### config.mk
export PLATFORM = sky130hd
export DESIGN_NAME = cv3n_queue
export DESIGN_NICKNAME = d
export VERILOG_FILES = /design/src/convolution_3x3_normalized_core_assert.svh /design/src/cv3n_pkg.sv /design/src/cv3n_queue.sv
export SDC_FILE = /design/constraint.sdc
export NUM_CORES = 1
export LEC_CHECK = 0
export BUFFER_PORTS_ARGS = -buffer_cell sky130_fd_sc_hd__buf_2
export CAP_MARGIN = 20
export CORE_AREA = 2 2 148 150
export CTS_CLUSTER_DIAMETER = 200
export CTS_CLUSTER_SIZE = 12
export DETAILED_ROUTE_END_ITERATION = 16
export DIE_AREA = 0 0 150 152
export PLACE_DENSITY = 0.78
export SYNTH_ARGS = -nofsm -noshare
export SYNTH_HDL_FRONTEND = slang
export SYNTH_SLANG_ARGS = --single-unit
### constraint.sdc
create_clock -name clock -period 9.5 [get_ports clock]
set_input_delay 1.9 -clock clock [delete_from_list [all_inputs] [get_ports clock]]
set_output_delay 1.9 -clock clock [all_outputs]
set_load 0.02 [all_outputs]
### src/convolution_3x3_normalized_core_assert.svh
// assertion macros for the 3x3 normalized convolution core
`ifndef CONVOLUTION_3X3_NORMALIZED_CORE_ASSERT_SVH
`define CONVOLUTION_3X3_NORMALIZED_CORE_ASSERT_SVH
`ifndef NO_ASSERTIONS
// same-cycle implication
`define CV3N_ASSERT_NOW(label, ante, cons) \
   label: assert property (@(posedge clock) disable iff (reset) (ante) |-> (cons)) \
      else $error("cv3n assertion failed");
// next-cycle implication
`define CV3N_ASSERT_NXT(label, ante, cons) \
   label: assert property (@(posedge clock) disable iff (reset) (ante) |=> (cons)) \
      else $error("cv3n assertion failed");
`else
`define CV3N_ASSERT_NOW(label, ante, cons)
`define CV3N_ASSERT_NXT(label, ante, cons)
`endif
`endif

### src/cv3n_pkg.sv
// shared types and constants of the 3x3 normalized convolution core
package cv3n_pkg;
   localparam int MAX_WIDTH_DEF  = 1024;
   localparam int PIXEL_BITS_DEF = 16;
   localparam int PORT_PIX_BITS  = 16;
   localparam int COEF_BITS      = 16;
   localparam int NUM_COEFS      = 9;
   localparam int CSUM_BITS      = COEF_BITS + 4;
   localparam int WIDTH_BITS     = 11;
   localparam int HEIGHT_BITS    = 13;
   localparam int ROW_BITS       = 12;
   localparam int GEOM_BITS      = 14;
   localparam int MAX_HEIGHT     = 4096;
   localparam int MIN_SIZE       = 3;
   localparam int QUEUE_DEPTH    = 2;
   localparam int CSR_DATA_BITS  = 64;
   localparam int CSR_ADDR_BITS  = 6;
   localparam int REG_IDX_BITS   = 3;

   localparam logic [REG_IDX_BITS-1:0] REG_COEFS_LOW = 3'd0;
   localparam logic [REG_IDX_BITS-1:0] REG_COEFS_MID = 3'd1;
   localparam logic [REG_IDX_BITS-1:0] REG_COEF_LAST = 3'd2;
   localparam logic [REG_IDX_BITS-1:0] REG_WIDTH     = 3'd3;
   localparam logic [REG_IDX_BITS-1:0] REG_HEIGHT    = 3'd4;

   localparam logic [63:0] RST_COEFS_LOW = 64'd562954248519681;
   localparam logic [63:0] RST_COEFS_MID = 64'd562954248519684;
   localparam logic [COEF_BITS-1:0]   RST_COEF_LAST = 16'd1;
   localparam logic [WIDTH_BITS-1:0]  RST_WIDTH     = 11'd1024;
   localparam logic [HEIGHT_BITS-1:0] RST_HEIGHT    = 13'd768;

   typedef struct packed {
      logic full;
      logic empty;
   } qstat_type;

   typedef enum logic [1:0] {
      FS_CLEAR,
      FS_IDLE,
      FS_UPDATE
   } front_state_type;

   typedef enum logic [2:0] {
      BS_IDLE,
      BS_MAC,
      BS_SETUP,
      BS_DIV,
      BS_DONE
   } back_state_type;
endpackage

### src/cv3n_queue.sv
// short fifo between front and back end
module cv3n_queue #(
   parameter int WIDTH = 145,
   parameter int DEPTH = cv3n_pkg::QUEUE_DEPTH
) (
   input  logic                clock,
   input  logic                reset,
   input  logic                push,
   input  logic [WIDTH-1:0]    push_data,
   input  logic                pop,
   output logic [WIDTH-1:0]    head_data,
   output cv3n_pkg::qstat_type stat
);
   localparam int PW = (DEPTH > 1) ? $clog2(DEPTH) : 1;
   localparam int CW = $clog2(DEPTH + 1);

   logic [WIDTH-1:0] slot_ff [DEPTH];
   logic [PW-1:0]    wr_ff, wr_in, rd_ff, rd_in;
   logic [CW-1:0]    cnt_ff, cnt_in;

   always_comb begin
      wr_in  = wr_ff;
      rd_in  = rd_ff;
      cnt_in = cnt_ff;
      if (push) begin
         wr_in = (wr_ff == PW'(DEPTH - 1)) ? '0 : wr_ff + PW'(1);
      end
      if (pop) begin
         rd_in = (rd_ff == PW'(DEPTH - 1)) ? '0 : rd_ff + PW'(1);
      end
      if (push && !pop) begin
         cnt_in = cnt_ff + CW'(1);
      end else if (pop && !push) begin
         cnt_in = cnt_ff - CW'(1);
      end
      stat.full  = (cnt_ff == CW'(DEPTH));
      stat.empty = (cnt_ff == '0);
      head_data  = slot_ff[rd_ff];
   end

   always_ff @(posedge clock) begin
      if (reset) begin
         wr_ff  <= '0;
         rd_ff  <= '0;
         cnt_ff <= '0;
      end else begin
         wr_ff  <= wr_in;
         rd_ff  <= rd_in;
         cnt_ff <= cnt_in;
      end
      if (push) begin
         slot_ff[wr_ff] <= push_data;
      end
   end
endmodule

* After elaboration in Yosys (flattened, before gate mapping)
Memory sizes are Yosys's and may differ from the RTL's. A register that Yosys moved wholly into a read port is not among the register bits. Index checks and enable logic that the tools add are counted.
Operators by class: $add $sub $neg 4, equality and inequality tests 1, multiplexer cells 8, reduce and logical (&&, ||, !) cells 6
Operators by type and width (count):
- $mux 1 | 6
- $mux 2 | 2
- $add 1x1->1 const B | 2
- $add 2x1->2 const B | 1
- $eq 2x2->1 const B | 1
- $logic_and 1x1->1 | 2
- $logic_not 1->1 | 2
- $logic_not 2->1 | 1
- $reduce_bool 2->1 | 1
- $sub 2x1->2 const B | 1
Word-level totals: register bits after elaboration 4, bits in writable memories 290, input bits 149, memories 1
Memory list:
- slot_ff | words 2, width 145, read ports 1, clocked after memory_dff 1, wr ports 1, line cv3n_queue.sv:17 | logic [WIDTH-1:0] slot_ff [DEPTH];

* Longest topological paths before layout
depth after elaboration 4, mapped depth 5, gate-level depth less buffers 5

* Worst setup path before layout
Ideal clock, no wire load.
kind input -> register, start in push, end mem slot_ff[0][0] (enable), setup time 0.669 ns, arrival 8.174 ns, required time 8.831 ns, path slack 0.657 ns, cell stages on the path 1, path buffers 0, cell sequence nor2b_1
On the way: word-level cells in the longest chain between the ends 2
Ends and longest elaborated chain:
- from (decl) | line cv3n_queue.sv:8 | input logic push,
- $mux 1 | line cv3n_queue.sv:51 | if (push) begin
- $mux 1 (not written as such) | line cv3n_queue.sv:52 | slot_ff[wr_ff] <= push_data;
- to (decl) | line cv3n_queue.sv:17
No other way between the ends.

==> impl_metrics.toml <==
[logic_synthesis]
netlist_instances = 473
ys_warn_count = 0
synth_nets = 623
syn_area_per_cell_um2 = 23.0
synth_edf_count = 290
synth_top_flop_cell = "edfxtp_1"
synthTopCellsByCount = "edfxtp_1 (290), mux2_2 (95), mux2_4 (50), buf_2 (9), buf_6 (7)"
synth_area_um2 = 10900
synthTopCellsByArea = "edfxtp_1 (80%), mux2_2 (9.9%), mux2_4 (6.9%)"
ys_async_sr_fraction = 0
ys_types = 16
synth_top_area_frac = 0.802
ys_ff_latch = 295
ys_seq_area_frac = 0.811
synth_top_area_cell = "edfxtp_1"
synth_most_common_cell = "edfxtp_1"

[global_route]
grt_overflow = 0
grt_use_total = 0.168
grt_first_pass_wirelength_um = 29700
grt_antenna_before_repair = 6
grt_pass1_vias = 5662
grt_max_degree = 77

[pwr]
power.leakage_nw = 5.14
peakVddDrop_v = 0.000213
p_per_area_nw_per_um2 = 214

[cts]
cts_sinks = 295
cts_buffers = 28
clk_path_buf_depth = 3
cts_tree = "yes"
ctsHtreeMaxLevel = 1
post_cts.repair.setup_buffers = 0
clk_latency_ns = 0.52
cts_resized = 0
clk_transition_reported_paths_ns = 0.06
root_buffer = "clkbuf_16"
cts_hold_buf = 0

[sta]
worst_slack_ns = 4.80
fin_skew_ns = 0.00836
worst_pin_slew_ns = 0.732
hold_viol = 0
post-route-period-util = 0.494
setup_viol = 0
drv_slew = 0
fmax_mhz = 213
timing.hold.ws_ns = 0.518
timing.slew.headroom = 0.512
rsz0062_at_grt = "no"
tns_ns = 0
finalCriticalPeriod_ns = 4.70

[floorplan]
ioPinCount = 296
die-area_um2 = 22800
die_height_um = 152
row_count = 54
design.core.area_um2 = 21400
die_w_um = 150
start_util = 0.509

[hold_path]
hp-class = "register to register"

[drt]
routed_via_density = 5.03
drc = 0
drt-total-wl_um = 19900
antenna_left = 0
wl_per_cell_um = 18.3
dr.pass1.iters = 5
drt_iter0_drc = 222
num_vias = 5455

[setup_path]
end_kind = "output port"
critPathLaunchType = "register"
crit_type = "register to output port"
cp.required_ns = 7.60
slowest_stage = "mux2_2"
cpPeakStageDelay_ns = 0.41
critPathMaxFanout = 61
critPathArrivalTime_ns = 2.80
worstPathCellList = "buf_4, buf_16, buf_4, buf_16, mux2_2, buf_2"

[final_layout]
stdcell_area_um2 = 13500
drive_above_1_share = 0.602
nets = 941
area_growth_pct = 24.0

[placed_design]
dp_slack_ns = 4.74
gp_congestion = 0.773
io_buffers = 295
dpl_cell_area_um2 = 12600
hpwl_um = 12900

[run_status]
status = "finished clean"

[job]
max-cap-violations = 0
cells by family after synthesis:
| logic type | synth area share |
|---|---|
| buffers and inverters | 0.0118 |
| AND/OR/NAND/NOR | 0.00403 |
| flip-flops | 0.811 |
| adder cells (fa/ha/maj) | 0.00115 |
| XOR/XNOR | 0.00323 |
| multiplexers | 0.168 |
| AO/OA/AOI/OAI | 0.000921 |
sequential cells by signal (all words and copies together) (netlist names), named ones only:
name and cells:
cnt_ff 2, rd_ff 1, slot_ff 290, wr_ff 1
power breakdown:
group	total (W)	switching (W)	leakage (nW)	internal (W)
Clock	0.000967	0.000418	0.369	0.000549
Combinational	0.000381	0.000222	2.01	0.000159
Sequential	0.00154	0.0000189	2.76	0.00152
placed cells by master (no fill, tap or decap), drive strengths merged:
| cell type | netlist | final |
|---|---|---|
| edfxtp | 290 | 290 |
| ha | 1 | 1 |
| dfxtp | 5 | 5 |
| xnor2 | 2 | 2 |
| buf | 16 | 304 |
| inv | 1 | 1 |
| diode | 0 | 4 |
| clkbuf | 0 | 39 |
| nor2b | 2 | 2 |
| mux2 | 145 | 145 |
| xor2 | 2 | 2 |
| clkinvlp | 0 | 1 |
| and2 | 1 | 1 |
| or3 | 1 | 1 |
| o21ai | 1 | 1 |
| a21oi | 1 | 1 |
| nor2 | 5 | 5 |
area by class of cell:
| class | instances | area (um^2) |
|---|---|---|
| Clock buffer | 39 | 763 |
| Sequential cell | 295 | 8810 |
| Multi-Input combinational cell | 161 | 1930 |
| Fill cell | 1532 | 7890 |
| Antenna cell | 4 | 10.0 |
| Clock inverter | 1 | 7.51 |
| Timing Repair Buffer | 304 | 1580 |
| Inverter | 1 | 3.75 |
| Tap cell | 280 | 350 |
path summary, 6_finish.rpt:
check / to / start / cells after the start / slack, ns
worst max register to register: slot_ff[1][133]$_DFFE_PP_ / wr_ff$_SDFFE_PP0P_ / 3 / 6.73
worst min register to register: rd_ff$_SDFFE_PP0P_ / rd_ff$_SDFFE_PP0P_ / 2 / 0.52
worst min-delay path: rd_ff$_SDFFE_PP0P_ / rd_ff$_SDFFE_PP0P_ / 2 / 0.52
worst max-delay path: head_data[53] / register / 6 / 4.80
per-layer routing:
| layer | GRT usage | vias up | routed length (um) |
|---|---|---|---|
| met4 | 0.0615 | 4 | 696 |
| met5 | 0 | - | 27 |
| li1 | - | 2516 | - |
| met1 | 0.200 | 2659 | 7580 |
| met3 | 0.0477 | 48 | 1590 |
| met2 | 0.289 | 228 | 10000 |
metrics by stage:
stage | utilization | power (W) | cells
global placement | 0.591 | 0.00194 | 1039
global route | 0.630 | 0.00299 | 1084
floorplan | - | 0.00183 | 473
CTS | 0.628 | 0.00292 | 1079
detailed placement | 0.591 | 0.00195 | 1039
finish | 0.631 | 0.00289 | 1085
worst max-delay path: cells and delay by family, from the launching register on:
kind	cells	cell delay, ns
DFF	1	0.33
buffers and inverters	5	1.45
muxes	1	0.41
No activity file was read; power rests on OpenSTA's default activity.
