$ cat config.mk
export PLATFORM = sky130hd
export DESIGN_NAME = cv3n_back
export DESIGN_NICKNAME = d
export VERILOG_FILES = /design/src/convolution_3x3_normalized_core_assert.svh /design/src/cv3n_pkg.sv /design/src/cv3n_back.sv
export SDC_FILE = /design/constraint.sdc
export NUM_CORES = 1
export LEC_CHECK = 0
export ABC_AREA = 1
export ABC_CLOCK_PERIOD_IN_PS = 18300
export BUFFER_PORTS_ARGS = -buffer_cell sky130_fd_sc_hd__buf_2
export CAP_MARGIN = 20
export CORE_MARGIN = 1.5
export CORE_UTILIZATION = 40
export CTS_BUF_LIST = sky130_fd_sc_hd__clkbuf_4 sky130_fd_sc_hd__clkbuf_8 sky130_fd_sc_hd__clkbuf_16
export DETAILED_ROUTE_END_ITERATION = 7
export GPL_TIMING_DRIVEN = 0
export PLACE_DENSITY_LB_ADDON = 0.3
export SYNTH_ARGS = -nofsm -noshare
export SYNTH_HDL_FRONTEND = slang
export SYNTH_SLANG_ARGS = --single-unit
export TNS_END_PERCENT = 10
$ cat constraint.sdc
create_clock -name clock -period 18.3 [get_ports clock]
set_clock_uncertainty 0.2 [all_clocks]
set_input_delay 3.66 -clock clock [delete_from_list [all_inputs] [get_ports clock]]
set_output_delay 3.66 -clock clock [all_outputs]
set_load 0.05 [all_outputs]
$ cat src/convolution_3x3_normalized_core_assert.svh
// assertion macros for the 3x3 normalized convolution core
`ifndef CONVOLUTION_3X3_NORMALIZED_CORE_ASSERT_SVH
`define CONVOLUTION_3X3_NORMALIZED_CORE_ASSERT_SVH
`ifndef NO_ASSERTIONS
// same-cycle implication
`define CV3N_ASSERT_NOW(label, ante, cons) \
   label: assert property (@(posedge clock) disable iff (reset) (ante) |-> (cons)) \
      else $error("cv3n assertion failed");
// next-cycle implication
`define CV3N_ASSERT_NXT(label, ante, cons) \
   label: assert property (@(posedge clock) disable iff (reset) (ante) |=> (cons)) \
      else $error("cv3n assertion failed");
`else
`define CV3N_ASSERT_NOW(label, ante, cons)
`define CV3N_ASSERT_NXT(label, ante, cons)
`endif
`endif

$ cat src/cv3n_pkg.sv
// shared types and constants of the 3x3 normalized convolution core
package cv3n_pkg;
   localparam int MAX_WIDTH_DEF  = 1024;
   localparam int PIXEL_BITS_DEF = 16;
   localparam int PORT_PIX_BITS  = 16;
   localparam int COEF_BITS      = 16;
   localparam int NUM_COEFS      = 9;
   localparam int CSUM_BITS      = COEF_BITS + 4;
   localparam int WIDTH_BITS     = 11;
   localparam int HEIGHT_BITS    = 13;
   localparam int ROW_BITS       = 12;
   localparam int GEOM_BITS      = 14;
   localparam int MAX_HEIGHT     = 4096;
   localparam int MIN_SIZE       = 3;
   localparam int QUEUE_DEPTH    = 2;
   localparam int CSR_DATA_BITS  = 64;
   localparam int CSR_ADDR_BITS  = 6;
   localparam int REG_IDX_BITS   = 3;

   localparam logic [REG_IDX_BITS-1:0] REG_COEFS_LOW = 3'd0;
   localparam logic [REG_IDX_BITS-1:0] REG_COEFS_MID = 3'd1;
   localparam logic [REG_IDX_BITS-1:0] REG_COEF_LAST = 3'd2;
   localparam logic [REG_IDX_BITS-1:0] REG_WIDTH     = 3'd3;
   localparam logic [REG_IDX_BITS-1:0] REG_HEIGHT    = 3'd4;

   localparam logic [63:0] RST_COEFS_LOW = 64'd562954248519681;
   localparam logic [63:0] RST_COEFS_MID = 64'd562954248519684;
   localparam logic [COEF_BITS-1:0]   RST_COEF_LAST = 16'd1;
   localparam logic [WIDTH_BITS-1:0]  RST_WIDTH     = 11'd1024;
   localparam logic [HEIGHT_BITS-1:0] RST_HEIGHT    = 13'd768;

   typedef struct packed {
      logic full;
      logic empty;
   } qstat_type;

   typedef enum logic [1:0] {
      FS_CLEAR,
      FS_IDLE,
      FS_UPDATE
   } front_state_type;

   typedef enum logic [2:0] {
      BS_IDLE,
      BS_MAC,
      BS_SETUP,
      BS_DIV,
      BS_DONE
   } back_state_type;
endpackage

$ cat src/cv3n_back.sv
// back end: serial multiply-accumulate, serial divide, saturation, result register
module cv3n_back #(
   parameter int PIXEL_BITS = cv3n_pkg::PIXEL_BITS_DEF
) (
   input  logic                                             clock,
   input  logic                                             reset,
   input  logic [cv3n_pkg::NUM_COEFS*cv3n_pkg::COEF_BITS-1:0] coefs,
   input  cv3n_pkg::qstat_type                              q_stat,
   input  logic [cv3n_pkg::NUM_COEFS*PIXEL_BITS:0]          q_data,
   output logic                                             q_pop,
   output logic                                             rsp_valid,
   input  logic                                             rsp_stall,
   output logic [cv3n_pkg::PORT_PIX_BITS-1:0]               rsp_pixel_out,
   output logic                                             rsp_end_of_frame,
   output logic                                             rsp_zero_sum_error
);
   localparam int PB  = PIXEL_BITS;
   localparam int CB  = cv3n_pkg::COEF_BITS;
   localparam int SB  = cv3n_pkg::CSUM_BITS;
   localparam int NC  = cv3n_pkg::NUM_COEFS;
   localparam int PRB = CB + PB + 1;
   localparam int AB  = PRB + 4;
   localparam int EW  = NC * PB + 1;
   localparam int KB  = $clog2(NC);
   localparam int DB  = $clog2(AB);
   localparam logic [AB-1:0] PIX_MAX = AB'((64'd1 << PB) - 64'd1);

   cv3n_pkg::back_state_type state_ff, state_in;

   logic [EW-1:0]        ent_ff;
   logic [KB-1:0]        k_ff;
   logic signed [AB-1:0] acc_ff;
   logic signed [SB-1:0] csum_ff;
   logic [AB-1:0]        dvd_ff;
   logic [SB-1:0]        dvs_ff;
   logic [SB:0]          rem_ff;
   logic [DB-1:0]        cnt_ff;
   logic                 zero_ff, err_ff;
   logic                 out_valid_ff;
   logic [PB-1:0]        out_pix_ff;
   logic                 out_eof_ff, out_err_ff;

   logic signed [CB-1:0]  coef_k;
   logic [PB-1:0]         pix_k;
   logic signed [PRB-1:0] product;
   logic [SB:0]           rem_shift;
   logic                  fits;
   logic                  load_out;
   logic [AB-1:0]         quot;
   logic [PB-1:0]         sat_pix;

   always_comb begin
      coef_k    = $signed(coefs[k_ff*CB +: CB]);
      pix_k     = ent_ff[k_ff*PB +: PB];
      product   = coef_k * $signed({1'b0, pix_k});
      rem_shift = {rem_ff[SB-1:0], dvd_ff[AB-1]};
      fits      = rem_shift >= {1'b0, dvs_ff};
      quot      = zero_ff ? '0 : dvd_ff;
      sat_pix   = (quot > PIX_MAX) ? PIX_MAX[PB-1:0] : quot[PB-1:0];
   end

   // next state
   always_comb begin
      state_in = state_ff;
      unique case (state_ff)
         cv3n_pkg::BS_IDLE:  if (!q_stat.empty) state_in = cv3n_pkg::BS_MAC;
         cv3n_pkg::BS_MAC:   if (k_ff == KB'(NC - 1)) state_in = cv3n_pkg::BS_SETUP;
         cv3n_pkg::BS_SETUP: begin
            if ((csum_ff == '0) || (acc_ff[AB-1] != csum_ff[SB-1])) begin
               state_in = cv3n_pkg::BS_DONE;
            end else begin
               state_in = cv3n_pkg::BS_DIV;
            end
         end
         cv3n_pkg::BS_DIV:   if (cnt_ff == DB'(AB - 1)) state_in = cv3n_pkg::BS_DONE;
         cv3n_pkg::BS_DONE:  if (!out_valid_ff || !rsp_stall) state_in = cv3n_pkg::BS_IDLE;
         default:            state_in = cv3n_pkg::BS_IDLE;
      endcase
   end

   // outputs
   always_comb begin
      q_pop    = (state_ff == cv3n_pkg::BS_IDLE) && !q_stat.empty;
      load_out = (state_ff == cv3n_pkg::BS_DONE) && (!out_valid_ff || !rsp_stall);
      rsp_valid          = out_valid_ff;
      rsp_pixel_out      = cv3n_pkg::PORT_PIX_BITS'(out_pix_ff);
      rsp_end_of_frame   = out_eof_ff;
      rsp_zero_sum_error = out_err_ff;
   end

   always_ff @(posedge clock) begin
      if (reset) begin
         state_ff     <= cv3n_pkg::BS_IDLE;
         out_valid_ff <= 1'b0;
      end else begin
         state_ff <= state_in;
         if (load_out) begin
            out_valid_ff <= 1'b1;
         end else if (!rsp_stall) begin
            out_valid_ff <= 1'b0;
         end
      end
      unique case (state_ff)
         cv3n_pkg::BS_IDLE: begin
            ent_ff  <= q_data;
            k_ff    <= '0;
            acc_ff  <= '0;
            csum_ff <= '0;
         end
         cv3n_pkg::BS_MAC: begin
            acc_ff  <= acc_ff + AB'(product);
            csum_ff <= csum_ff + SB'(coef_k);
            k_ff    <= k_ff + KB'(1);
         end
         cv3n_pkg::BS_SETUP: begin
            err_ff  <= (csum_ff == '0);
            zero_ff <= (csum_ff == '0) || (acc_ff[AB-1] != csum_ff[SB-1]);
            dvd_ff  <= acc_ff[AB-1] ? AB'(-acc_ff) : AB'(acc_ff);
            dvs_ff  <= csum_ff[SB-1] ? SB'(-csum_ff) : SB'(csum_ff);
            rem_ff  <= '0;
            cnt_ff  <= '0;
         end
         cv3n_pkg::BS_DIV: begin
            rem_ff <= fits ? (rem_shift - {1'b0, dvs_ff}) : rem_shift;
            dvd_ff <= {dvd_ff[AB-2:0], fits};
            cnt_ff <= cnt_ff + DB'(1);
         end
         default: begin
         end
      endcase
      if (load_out) begin
         out_pix_ff <= sat_pix;
         out_eof_ff <= ent_ff[EW-1];
         out_err_ff <= err_ff;
      end
   end
endmodule

; Yosys cells after proc, flatten, opt, wreduce, memory -nomap -nowiden
; Index checks and enable logic that the tools add are counted.
[op_classes]
n_mul = 1
addsub = 7
n_lt_le_gt_ge = 2
n_shift = 2
muxes = 18
n_reduce_logical = 12
eq_ne = 12
[ops]
columns = operator, n
row1 = $pmux W37 S2, 2
row2 = $shiftx A145 B9 Y16, 1
row3 = $shiftx A144 B9 Y16, 1
row4 = $pmux W20 S2, 2
row5 = $mux W37, 2
row6 = $add A37 B33 Y37, 1
row7 = $gt A37 B16 Y1 const B, 1
row8 = $neg A37 Y37, 1
row9 = $mul A16 B17 Y33, 1
row10 = $ge A21 B20 Y1, 1
row11 = $add A20 B16 Y20, 1
row12 = $logic_not A20 Y1, 1
row13 = $mux W20, 1
row14 = $neg A20 Y20, 1
row15 = $sub A20 B20 Y20, 1
row16 = $mux W19, 1
row17 = $mux W3, 5
row18 = $pmux W3 S5, 1
row19 = $pmux W6 S2, 1
row20 = $ne A2 B2 Y1 const B, 4
row21 = $pmux W4 S2, 1
row22 = $add A6 B1 Y6 const B, 1
row23 = $eq A3 B2 Y1 const B, 2
row24 = $eq A6 B6 Y1 const B, 1
row25 = other kinds (13), 19
[totals]
input_bits = 294
out_inout_bits = 20
word_cells = 70
register_bits = 313

; Logic depth before layout (Yosys ltp)
[logic_depth]
word_depth = 4
mapped_depth = 37
depth_no_buf = 33

; Least setup slack after synthesis
; No wires, ideal clock.
[synth_path]
path_type = register to output
startpoint = register state_ff[1]
endpoint = output port q_pop
path_buffers = 0
arrival_ns = 12.153
stages_incl_launch_ff = 4
t_required_ns = 14.440
slack_ns = 2.287
path_cell_list = dfxtp_1 nor3_1 inv_1 nor2_1
[synth_between]
elab_chain_len = 2
[synth_rtl]
columns = item, line
row1 = from (decl), cv3n_back.sv:28  ; cv3n_pkg::back_state_type state_ff, state_in;
row2 = from (signal assigned), cv3n_back.sv:93  ; state_ff <= cv3n_pkg::BS_IDLE;
row3 = from (signal assigned), cv3n_back.sv:96  ; state_ff <= state_in;
row4 = $logic_not A3 Y1, cv3n_back.sv:83  ; q_pop = (state_ff == cv3n_pkg::BS_IDLE) && !q_stat.empty;
row5 = $logic_and A1 B1 Y1, cv3n_back.sv:83
row6 = to (decl), cv3n_back.sv:10  ; output logic q_pop,
; Every way passes these cells.

; Worst setup path after layout
[layout_path]
startpoint = input port coefs[14] (netlist bit)
endpoint = register acc_ff[36] (data pin)
[layout_between]
elab_chain_len = 4
[layout_rtl]
columns = item, line
row1 = from (decl), cv3n_back.sv:7  ; input logic [cv3n_pkg::NUM_COEFS*cv3n_pkg::COEF_BITS-1:0] coefs,
row2 = $shiftx A144 B9 Y16, cv3n_back.sv:53  ; coef_k = $signed(coefs[k_ff*CB +: CB]);
row3 = $mul A16 B17 Y33, cv3n_back.sv:55  ; product = coef_k * $signed({1'b0, pix_k});
row4 = $add A37 B33 Y37, cv3n_back.sv:111  ; acc_ff <= acc_ff + AB'(product);
row5 = $pmux W37 S2, cv3n_back.sv:103  ; unique case (state_ff)
row6 = to (signal assigned), cv3n_back.sv:111
row7 = to (decl), cv3n_back.sv:32  ; logic signed [AB-1:0] acc_ff;
; Every way passes these cells.
; A chain may end at the register's enable or synchronous reset.

==> impl_metrics.tcl <==
set metrics [dict create \
    synthArstFlopShare_pct 0 \
    reg2reg_from "k_ff[2]" \
    worstSkewPairLatency_ns 0.57 \
    ys.warnings.count 0 \
    fin_cells 4770 \
    hold_ws_ns 0.231 \
    outcome "completed" \
    syn_to_final_growth_pct 15.2 \
    grt_pass1_wl_mm 140 \
    drt.antenna.violating_nets 0 \
    synth_nets 4110 \
    fillers 7087 \
    cp-end-kind "flip-flop" \
    critPathRequiredTime_ns 18.41 \
    worst-r2r-cell-count 27 \
    crit_start "coefs[14]" \
    fin_tns_setup_ns 0 \
    critPathArrivalTime_ns 10.16 \
    crit_path_frequent_cell "fa_1" \
    mostFrequentLayoutCells "771 x nand2_1, 626 x inv_1, 387 x nor2_1" \
    drcViolationCount 0 \
    routed_wl_mm 92.0 \
    final_util_pct 46.6 \
    postCtsSetupRepairBufs 0 \
    cts.sinks 313 \
    slew_headroom_pct 39.0 \
    hold-path-endpoint "rsp_zero_sum_error" \
    ys_ff_latch 313 \
    core_area_um2 70100 \
    final_nets 4479 \
    slowest_stage "fa_1" \
    dp_cells 4682 \
    start_util_pct 40.5 \
    rsz0062_at_grt "false" \
    cp-start-kind "primary input" \
    clk_path_buf_depth 3 \
    finalSetupViolCount 0 \
    clk_root_buffer_cell "clkbuf_16" \
    slew_viol_final 0 \
    cts_tree "done" \
    grt_max_degree 62 \
    die_h_um 269 \
    worstMarginPinSlew_ns 0.915 \
    cts_htree_levels 2 \
    hold_path_depth 0 \
    die_area_um2 72600 \
    clkTransAtPathRegs_ns 0.06 \
    antenna_found_initial 27 \
    first_pass_iters 5 \
    r2r_end "acc_ff[36]" \
    syn-cell-area_um2 28400 \
    syn_inst 3413 \
    cts_buffers 38 \
    cts_hold_buf 0 \
    cts_resized 0 \
    gr-total-overflow 0 \
    r2r_slack_ns 10.24 \
    pin_count 314 \
    drive_above_1_share_pct 15.5 \
    vias_per_cell 5.10 \
    cap_violations 0 \
    period_share_pct 54.9 \
    wl_per_cell_um 19.3 \
    path_class "primary input to flip-flop" \
    grt.total_usage_pct 25.2 \
    via_count 24300 \
    port_buffers 312 \
    dp_hpwl_mm 75.3 \
    ys.flop_type "edfxtp_1" \
    ys_seq_area_share_pct 33.0 \
    max_stage_delay_ns 0.57 \
    clock.fmax_mhz 99.5 \
    final_common_cell "nand2_1" \
    min_path_type "flip-flop to flip-flop" \
    ys_types 50 \
    rows 97 \
    drt_iter0_markers 1912 \
    crit_fanout 10 \
    hp-start "err_ff" \
    grt_pass1_vias 24200 \
    die-width_um 269 \
    period_needed_ns 10.05 \
    syn_area_per_cell_um2 8.32 \
    synth_edf_count 309 \
    gp_congestion 0.949 \
    finalHoldViolCount 0 \
]
-- state kept, by name, indices dropped and copies added, names as in the netlist, 3 cells and up --
| name | cells |
|---|---|
| acc_ff | 37 |
| cnt_ff | 6 |
| csum_ff | 20 |
| dvd_ff | 37 |
| dvs_ff | 20 |
| ent_ff | 145 |
| k_ff | 4 |
| rem_ff | 20 |
| rsp_pixel_out | 16 |
| state_ff | 3 |
-- area by class of cell --
| class | instances | area [um2] | share of cell area (%) |
|---|---|---|---|
| diodes | 21 | 52.6 | 0.161 |
| plain buffers | 118 | 828 | 2.53 |
| inverters | 657 | 2470 | 7.55 |
| clock buffers | 44 | 1010 | 3.10 |
| clock inverters | 23 | 260 | 0.796 |
| flip-flops and latches | 313 | 9360 | 28.6 |
| well taps | 940 | 1180 | 3.60 |
| multi-input cells | 2325 | 15800 | 48.2 |
| repair buffers | 329 | 1780 | 5.44 |
-- cells in the mapped netlist, drive strengths merged (24+ instances only) --
cell / number / area, um2
nand3: 143 / 721
edfxtp: 309 / 9280
a21oi: 120 / 601
fa: 229 / 4580
buf: 92 / 727
ha: 174 / 2180
nand4: 24 / 150
xor2: 35 / 307
clkbuf: 26 / 101
o21ai: 234 / 1210
nor3: 25 / 141
nand2: 812 / 3160
nor2: 391 / 1470
o221ai: 50 / 507
inv: 655 / 2460
-- critical path, delay by kind of cell --
family          cells  cell delay (ns)
fa+ha+maj           7             3.61
buf+inv             6             0.63
simple gates       12             1.93
compound gates      1             0.35
-- layer usage --
metal	wire length [um]	global-route usage, %
met1	39600	33.3
met2	41900	41.1
met3	6690	4.54
met4	3690	10.1
met5	91	0
-- logic make-up (layout without fill, tap and decap cells) --
group | count (synthesis) | after routing | share of synthesized area (%)
compound gates | 462 | 462 | 9.83
xor+xnor | 46 | 46 | 1.42
fa+ha+maj | 403 | 403 | 23.8
buf+inv | 775 | 1171 | 11.6
flops | 313 | 313 | 33.0
other cells | 0 | 21 | 0
simple gates | 1414 | 1414 | 20.4
-- stage by stage --
step | setup WS (ns) | cell area (um2)
final | 8.25 | 32700
after global placement | -2.96 | 31100
after detailed placement | 7.84 | 31400
after global routing | 8.07 | 32700
after CTS | 8.41 | 32600
after floorplan | 2.29 | 28400
-- worst max-delay path by stage --
stage,endpoint,slack (ns)
after global placement,q_pop,-2.96
after detailed placement,acc_ff[36],7.84
after CTS,acc_ff[36],8.41
after global routing,acc_ff[36],8.07
final,acc_ff[36],8.25
after floorplan,q_pop,2.29
Power is left out: the tool's default activity adds up to more than one toggle a clock period on the data nets, which glitch-free logic cannot reach.
